File: config.mk
export PLATFORM = sky130hd
export DESIGN_NAME = tftp_read_client_fsm
export DESIGN_NICKNAME = d
export VERILOG_FILES = /design/src/hdl/trc_pkg.sv /design/src/hdl/tftp_read_client_fsm.sv /design/src/hdl/trc_step.sv
export SDC_FILE = /design/constraint.sdc
export NUM_CORES = 1
export LEC_CHECK = 0
export ABC_AREA = 1
export BUFFER_PORTS_ARGS = -buffer_cell sky130_fd_sc_hd__buf_2
export CORE_UTILIZATION = 40
export CTS_CLUSTER_SIZE = 12
export DETAILED_ROUTE_END_ITERATION = 8
export PLACE_DENSITY_LB_ADDON = 0.1
export SLEW_MARGIN = 20
export SYNTH_ARGS = -nofsm -noshare
export SYNTH_HDL_FRONTEND = slang
export SYNTH_HIERARCHICAL = 1
export SYNTH_SLANG_ARGS = --single-unit
File: constraint.sdc
create_clock -name clk -period 3.5 [get_ports clk]
set_input_delay 0 -clock clk [delete_from_list [all_inputs] [get_ports clk]]
set_output_delay 0 -clock clk [all_outputs]
set_load 0.1 [all_outputs]
File: src/hdl/trc_pkg.sv
// Types and constants of the TFTP read client.
package trc_pkg;

	typedef enum logic [2:0] {
		PH_IDLE = 3'b001,
		PH_SEND = 3'b010,
		PH_WAIT = 3'b100
	} phase_t;

	typedef enum logic [1:0] {
		CMD_START   = 2'd0,
		CMD_SENT    = 2'd1,
		CMD_PACKET  = 2'd2,
		CMD_TIMEOUT = 2'd3
	} cmd_t;

	localparam logic [1:0] REQ_NONE = 2'd0;
	localparam logic [1:0] REQ_RRQ  = 2'd1;
	localparam logic [1:0] REQ_ACK  = 2'd2;

	localparam logic [1:0] ST_BUSY = 2'd0;
	localparam logic [1:0] ST_OK   = 2'd1;
	localparam logic [1:0] ST_FAIL = 2'd2;

	localparam logic [0:0] CFG_MAX_TRIES = 1'b0;
	localparam logic [0:0] CFG_XFER_SIZE = 1'b1;

	localparam logic [15:0] OP_DATA     = 16'd3;
	localparam logic [15:0] HDR_LEN     = 16'd4;
	localparam logic [3:0]  RESET_TRIES = 4'd5;
	localparam logic [15:0] RESET_XFER  = 16'd512;
	localparam logic [3:0]  TRY_MAX     = 4'd15;

	localparam int IN_DATA_W  = 72;
	localparam int OUT_DATA_W = 40;

	// Output tdata field positions, used by the checker as well.
	localparam int O_REQ_LO  = 0;
	localparam int O_ACK_LO  = 2;
	localparam int O_DLV     = 18;
	localparam int O_PLEN_LO = 19;
	localparam int O_LATCH   = 35;
	localparam int O_STAT_LO = 36;

	typedef struct packed {
		cmd_t        command;
		logic        send_ok;
		logic [15:0] source_port;
		logic [15:0] packet_length;
		logic [15:0] packet_opcode;
		logic [15:0] packet_block;
		logic        sink_ok;
	} item_t;

	typedef struct packed {
		logic [1:0]  send_request;
		logic [15:0] ack_block;
		logic        deliver_payload;
		logic [15:0] payload_length;
		logic        latch_port;
		logic [1:0]  status;
	} result_t;

	typedef struct packed {
		phase_t      phase;
		logic [15:0] block_count;
		logic        end_of_file;
		logic [3:0]  try_count;
		logic [15:0] peer_port;
	} state_t;

	typedef struct packed {
		logic [3:0]  max_tries;
		logic [15:0] transfer_size;
	} cfg_t;

endpackage

File: src/hdl/tftp_read_client_fsm.sv
// Receiving side of a TFTP read transfer: an event stream in, one result per event out.
// Each request on the slave stream is one event (start, send finished, packet received,
// receive timeout, selected by s_tuser) and gives exactly one result request on the
// master stream: which packet to send next, whether to hand the payload to the sink,
// whether to latch the server port, and the final status when the transfer stops.
// Events are taken at one per clock cycle while the master side does not stall; a result
// is presented on the master side once its event has passed the input register and the
// result register in turn, and is held there while m_tready is low. The transition
// logic sits between those two registers and updates the transfer state as the event
// moves on, so the next event sees the new state without a bubble. A stalled result
// holds the master side while one more event may wait in the input register.
// Configuration (max_tries, transfer_size) is written through cfg_we/cfg_index/cfg_wdata
// and takes effect at once.
module tftp_read_client_fsm (
	input  logic        clk,
	input  logic        arst_n,
	input  logic        s_tvalid,
	output logic        s_tready,
	// fields from bit 0: send_ok, source_port, packet_length, packet_opcode,
	// packet_block, sink_ok, zero fill
	input  logic [trc_pkg::IN_DATA_W-1:0]  s_tdata,
	// fields from bit 0: command
	input  logic [1:0]  s_tuser,
	output logic        m_tvalid,
	input  logic        m_tready,
	// fields from bit 0: send_request, ack_block, deliver_payload, payload_length,
	// latch_port, status, zero fill
	output logic [trc_pkg::OUT_DATA_W-1:0] m_tdata,
	input  logic        cfg_we,
	input  logic [0:0]  cfg_index,
	input  logic [15:0] cfg_wdata
);

	logic             valid_s1;
	trc_pkg::item_t   item_s1;
	logic             valid_s2;
	trc_pkg::result_t res_s2;
	trc_pkg::state_t  state_q;
	trc_pkg::state_t  state_nx;
	trc_pkg::result_t res_nx;
	trc_pkg::cfg_t    cfg_q;
	logic             take_s2;
	logic             adv_s1;

	// result register is free when empty or being drained this cycle
	assign take_s2  = !valid_s2 || m_tready;
	assign adv_s1   = valid_s1 && take_s2;
	assign s_tready = !valid_s1 || take_s2;

	// input register: capture an event whenever the slot is free or moving on
	always_ff @(posedge clk or negedge arst_n) begin
		if (!arst_n) begin
			valid_s1 <= 1'b0;
		end else if (s_tready) begin
			valid_s1 <= s_tvalid;
		end
	end

	always_ff @(posedge clk) begin
		if (s_tready && s_tvalid) begin
			item_s1.command       <= trc_pkg::cmd_t'(s_tuser);
			item_s1.send_ok       <= s_tdata[0];
			item_s1.source_port   <= s_tdata[16:1];
			item_s1.packet_length <= s_tdata[32:17];
			item_s1.packet_opcode <= s_tdata[48:33];
			item_s1.packet_block  <= s_tdata[64:49];
			item_s1.sink_ok       <= s_tdata[65];
		end
	end

	trc_step u_step (
		.state    (state_q),
		.cfg      (cfg_q),
		.item     (item_s1),
		.state_nx (state_nx),
		.res      (res_nx)
	);

	// transfer state: advance only when the event leaves the input register
	always_ff @(posedge clk or negedge arst_n) begin
		if (!arst_n) begin
			state_q.phase       <= trc_pkg::PH_IDLE;
			state_q.block_count <= '0;
			state_q.end_of_file <= 1'b0;
			state_q.try_count   <= '0;
			state_q.peer_port   <= '0;
		end else if (adv_s1) begin
			state_q <= state_nx;
		end
	end

	// configuration registers
	always_ff @(posedge clk or negedge arst_n) begin
		if (!arst_n) begin
			cfg_q.max_tries     <= trc_pkg::RESET_TRIES;
			cfg_q.transfer_size <= trc_pkg::RESET_XFER;
		end else if (cfg_we) begin
			case (cfg_index)
				trc_pkg::CFG_MAX_TRIES: cfg_q.max_tries     <= cfg_wdata[3:0];
				trc_pkg::CFG_XFER_SIZE: cfg_q.transfer_size <= cfg_wdata;
				default:                cfg_q               <= cfg_q;
			endcase
		end
	end

	// result register: hold while the master side stalls
	always_ff @(posedge clk or negedge arst_n) begin
		if (!arst_n) begin
			valid_s2 <= 1'b0;
		end else if (take_s2) begin
			valid_s2 <= valid_s1;
		end
	end

	always_ff @(posedge clk) begin
		if (adv_s1) begin
			res_s2 <= res_nx;
		end
	end

	assign m_tvalid = valid_s2;
	assign m_tdata  = {2'b00, res_s2.status, res_s2.latch_port, res_s2.payload_length,
	                   res_s2.deliver_payload, res_s2.ack_block, res_s2.send_request};

endmodule

File: src/hdl/trc_step.sv
// Transition logic: one event against the current state gives next state and result.
module trc_step (
	input  trc_pkg::state_t  state,
	input  trc_pkg::cfg_t    cfg,
	input  trc_pkg::item_t   item,
	output trc_pkg::state_t  state_nx,
	output trc_pkg::result_t res
);

	logic        accept;
	logic [16:0] expect_blk;
	logic [15:0] paylen;

	assign expect_blk = {1'b0, state.block_count} + 17'd1;
	assign paylen     = item.packet_length - trc_pkg::HDR_LEN;

	always_comb begin
		state_nx = state;
		res      = '0;
		accept   = 1'b0;
		case (item.command)
			trc_pkg::CMD_START: begin
				state_nx.block_count = '0;
				state_nx.end_of_file = 1'b0;
				state_nx.try_count   = '0;
				state_nx.phase       = trc_pkg::PH_SEND;
				res.send_request     = trc_pkg::REQ_RRQ;
			end
			trc_pkg::CMD_SENT: begin
				if (state.phase == trc_pkg::PH_SEND) begin
					if (item.send_ok && !state.end_of_file) begin
						state_nx.phase = trc_pkg::PH_WAIT;
						if (state.try_count < trc_pkg::TRY_MAX) begin
							state_nx.try_count = state.try_count + 4'd1;
						end
					end else begin
						state_nx.phase = trc_pkg::PH_IDLE;
						res.status = state.end_of_file ? trc_pkg::ST_OK : trc_pkg::ST_FAIL;
					end
				end
			end
			trc_pkg::CMD_PACKET: begin
				if (state.phase == trc_pkg::PH_WAIT) begin
					// first reply fixes the server port
					if (state.block_count == '0) begin
						state_nx.peer_port = item.source_port;
						res.latch_port     = 1'b1;
						accept             = 1'b1;
					end else if (state.peer_port == item.source_port) begin
						accept = 1'b1;
					end
					if (accept) begin
						if (item.packet_length < trc_pkg::HDR_LEN) begin
							state_nx.phase   = trc_pkg::PH_SEND;
							res.send_request = trc_pkg::REQ_RRQ;
						end else begin
							state_nx.try_count = '0;
							if (item.packet_opcode != trc_pkg::OP_DATA) begin
								state_nx.phase = trc_pkg::PH_IDLE;
								res.status = state.end_of_file ? trc_pkg::ST_OK
								                               : trc_pkg::ST_FAIL;
							end else if (expect_blk == {1'b0, item.packet_block}) begin
								state_nx.block_count = item.packet_block;
								res.deliver_payload  = 1'b1;
								res.payload_length   = paylen;
								if (paylen < cfg.transfer_size) begin
									state_nx.end_of_file = 1'b1;
								end
								if (item.sink_ok) begin
									state_nx.phase   = trc_pkg::PH_SEND;
									res.send_request = trc_pkg::REQ_ACK;
									res.ack_block    = item.packet_block;
								end else begin
									// a short block marks end of file even here
									state_nx.phase = trc_pkg::PH_IDLE;
									res.status = (state.end_of_file
										|| paylen < cfg.transfer_size)
										? trc_pkg::ST_OK : trc_pkg::ST_FAIL;
								end
							end
						end
					end
				end
			end
			trc_pkg::CMD_TIMEOUT: begin
				if (state.phase == trc_pkg::PH_WAIT) begin
					if (state.try_count < cfg.max_tries) begin
						state_nx.phase = trc_pkg::PH_SEND;
						if (state.block_count == '0) begin
							res.send_request = trc_pkg::REQ_RRQ;
						end else begin
							res.send_request = trc_pkg::REQ_ACK;
							res.ack_block    = state.block_count;
						end
					end else begin
						state_nx.phase = trc_pkg::PH_IDLE;
						res.status = state.end_of_file ? trc_pkg::ST_OK : trc_pkg::ST_FAIL;
					end
				end
			end
			default: begin
				state_nx = state;
			end
		endcase
	end

endmodule

==> run summary <==
Status: complete, no violations
Setup WS post-layout: 0.344 ns
PortBufs: 129
Initial antenna violation count: 0
WL/cell: 14.9 µm
Drt total wl: 24800 µm
F_max: 0.317 GHz
Startpoint Class: register
Final count of hold timing violations: 0
Core Box Area: 22800 µm²
Pin count of the biggest net entering global routing: 43
Setup violations, final: 0
Cell area power density: 485 nW/µm²
Clock latency on the worst-skew pair: 0.44 ns
Root buf cell: clkbuf_16
Fill count: 2152
Yosys Warn Count: 6
Skew final: 0.0144 ns
Drt via density: 4.86
Slowest library cell on the worst path: edfxtp_1
P_sw: 2.01 mW
CP delay by family, top: simple AND/OR/NAND/NOR gates
R2R setup slack: 0.34 ns
Crit share post-route: 90.2%
Critical path buffers and inverters: 3
Hold WC Path Type: in -> async
Mapped cell area: 9370 µm²
Largest stage delay, worst path: 0.43 ns
Clock sink count: 168
Worst Path Max Fanout: 3
Most used cell, CP: nand2_1
Setup Fix Bufs, Post-CTS: 0
Cts bufs inserted: 17
Vias in the first global route: 7844
Switching share of power: 34.9%
CP Data Arrival Time: 3.35 ns
Final #Nets: 1456
Critical path type: reg -> reg
Syn Area/Cell: 8.39 µm²
Pins Over Slew Limit: 0
Die ar.: 24000 µm²
Post-synthesis sequential area ratio: 50.6%
RD Place Congestion: 0.903
Critical Path RT: 3.69 ns
Max_cap viols: 0
CTS max path bufs: 2
Post-route ant nets: 0
Post-Synthesis Cells: 1117
DRC viols: 0
Aggregate global routing overflow: 0
Pre-antenna DRT Iters: 5
Hpwl dp: 16500 µm
Post-synthesis sequential element count: 168
DR iter-0 viols: 494
Pre-CTS WS: 0.245 ns
Register share of total power: 43.0%
Die H: 155 µm
Rows: 55
Io pins: 138
CTS tree: built
LEAKAGE: 5.67 nW
Int Pwr: 3.76 mW
RSZ-0062 raised after global routing: false
Post-synthesis cell type count: 46
GRT Total Usage: 21.5%
Layout cells sized above 1: 16.4%
Crit. End Element: register
CP Cell Sequence: nor2_1, nand2_1, nor3_2, nand2_1, nor2_1, nand2_1, nor2_1, nand3b_1, xor2_1, inv_1, ha_1, nand2_1, inv_1, nand3_1, inv_1, a21oi_1, nand2_1, nand2_1, o21ai_0, nand2_1, nand2_1
Clk pwr share: 34.1%
First-pass GRT wire length: 40200 µm
Min cycle time layout: 3.16 ns
H-tree depth: 4
Fin Setup TNS: 0 ns
Worst VDD drop: 336 µV
Slew HR: 44.3%
Worst slew pin tran: 0.831 ns
Antenna cell count: 0
Width of the chip: 155 µm
Combinational share of power: 22.9%
Area grow syn2layout: 27.0%
CTS clk-pin slew, worst paths: 0.08 ns
Initial Util: 41.1%
Vias post-DR: 8086
-- placed cells by master (no fill, tap or decap), types with 3 or more instances in the layout --
cell and count:
nand2_1 373, buf_2 129, nand3_1 124, inv_1 122
edfxtp_1 106, dlygate4sd3_1 98, nor2_1 69, dfrtp_1 58
nand4_1 41, o21ai_0 22, ha_1 22, xor2_1 20
clkbuf_16 17, a21oi_1 16, nor2_4 13, buf_4 12
xnor2_1 10, nand3b_1 7, nand2_2 7, nor3_1 7
inv_2 6, o21ai_1 5, inv_6 5, nor4_1 5
nand2_4 4, dfstp_2 4, inv_8 4, clkinv_8 4
nor2_2 4, clkinv_1 3, o21bai_1 3, a31oi_1 3
-- layer usage --
metal,routed length (µm),part of all wire (%),vias up,global-route usage (%)
li1,-,-,4097,-
met4,404,1.6,0,6.93
met2,12100,49,181,37.6
met3,852,3.4,29,3.51
met1,11500,46,3779,27.2
met5,0,0,-,0
-- path summary, 6_finish.rpt --
check                             from           to  cells past startpoint
hold / removal                  arst_n     cfg_q[3]                      2
setup / recovery           item_s1[37]  m_tdata[37]                     21
min in group clk              m_tready     m_tvalid                      4
max in group asynchronous       arst_n     cfg_q[9]                      3
hold reg to reg               cfg_q[9]     cfg_q[9]                      2
setup reg to reg           item_s1[37]  m_tdata[37]                     21
-- state kept, by name, indices dropped and copies added, names as in the netlist --
name and count:
item_s1 68, state_q 40, m_tdata 38, cfg_q 20, m_tvalid 1, valid_s1 1
-- Yosys cell counts (all sizes together) --
cell type | instances | area share [%]
nand4 | 41 | 2.7
nor2 | 87 | 4.8
o21a | 2 | 0.16
o21ai | 27 | 1.4
a21oi | 16 | 0.85
dfstp | 4 | 1.1
dfrtp | 58 | 15
clkinv | 2 | 0.080
nand2 | 384 | 16
nand3 | 125 | 6.7
nor4 | 6 | 0.47
o31a | 1 | 0.093
buf | 32 | 2.2
o21bai | 5 | 0.48
nor3 | 9 | 0.53
nor3b | 1 | 0.080
o22ai | 1 | 0.067
o211ai | 2 | 0.16
conb | 1 | 0.040
xor2 | 20 | 1.9
a32o | 1 | 0.11
a31oi | 3 | 0.20
nor2b | 1 | 0.067
or2 | 2 | 0.13
ha | 22 | 2.9
clkbuf | 7 | 0.28
a21o | 2 | 0.16
xnor2 | 10 | 0.93
edfxtp | 106 | 34
o311ai | 2 | 0.19
nand3b | 7 | 0.56
inv | 130 | 5.2
-- cell families after synthesis --
family | Yosys count | share of synthesized area (%)
simple gates | 663 | 31.9
buf+inv | 171 | 7.81
flops | 168 | 50.6
compound gates | 62 | 3.91
xor+xnor | 30 | 2.80
fa+ha+maj | 22 | 2.94
other cells | 1 | 0.0400
-- timing repair --
action | CTS | global route
hold buffers | 98 | 0
hold endpoints to repair | 109 | 0
resized for setup | 0 | 1
endpoints found under the setup margin | 0 | 3
-- metrics by stage --
| step | std cells | area [µm²] | total power, mW | util [%] | hold slack (ns) |
|---|---|---|---|---|---|
| 3_5_place_dp | 1534 | 10300 | 3.76 | 45.2 | 0.0217 |
| 5_1_grt | 1664 | 11900 | 6.04 | 52.2 | 0.0993 |
| 6_report | 1664 | 11900 | 5.77 | 52.2 | 0.0607 |
| 3_3_place_gp | 1534 | 10300 | 3.75 | 45.2 | 0.0183 |
| 4_1_cts | 1664 | 11900 | 5.83 | 52.2 | 0.0737 |
| 2_1_floorplan | 1118 | 9380 | 3.46 | - | -0.296 |
-- power by group through the flow --
| stage | Sequential (mW) | Clock, mW | Combinational, mW |
|---|---|---|---|
| final | 2.48 | 1.97 | 1.32 |
| after global routing | 2.51 | 2.09 | 1.45 |
| after CTS | 2.48 | 2.02 | 1.33 |
| after detailed placement | 2.52 | 0 | 1.24 |
| after global placement | 2.52 | 0 | 1.23 |
| after floorplan | 2.86 | 0 | 0.601 |
-- area by class of cell --
| type | instances | area (µm²) | share of cell area (%) |
|---|---|---|---|
| sequential | 168 | 4740 | 39.8 |
| timing repair buffer | 240 | 1740 | 14.6 |
| clock inverter | 15 | 193 | 1.62 |
| multi-input combinational | 779 | 3920 | 32.9 |
| clock buffer | 17 | 425 | 3.57 |
| tap | 313 | 392 | 3.29 |
| inverter | 132 | 499 | 4.19 |
(Power assumes the default switching activity.)
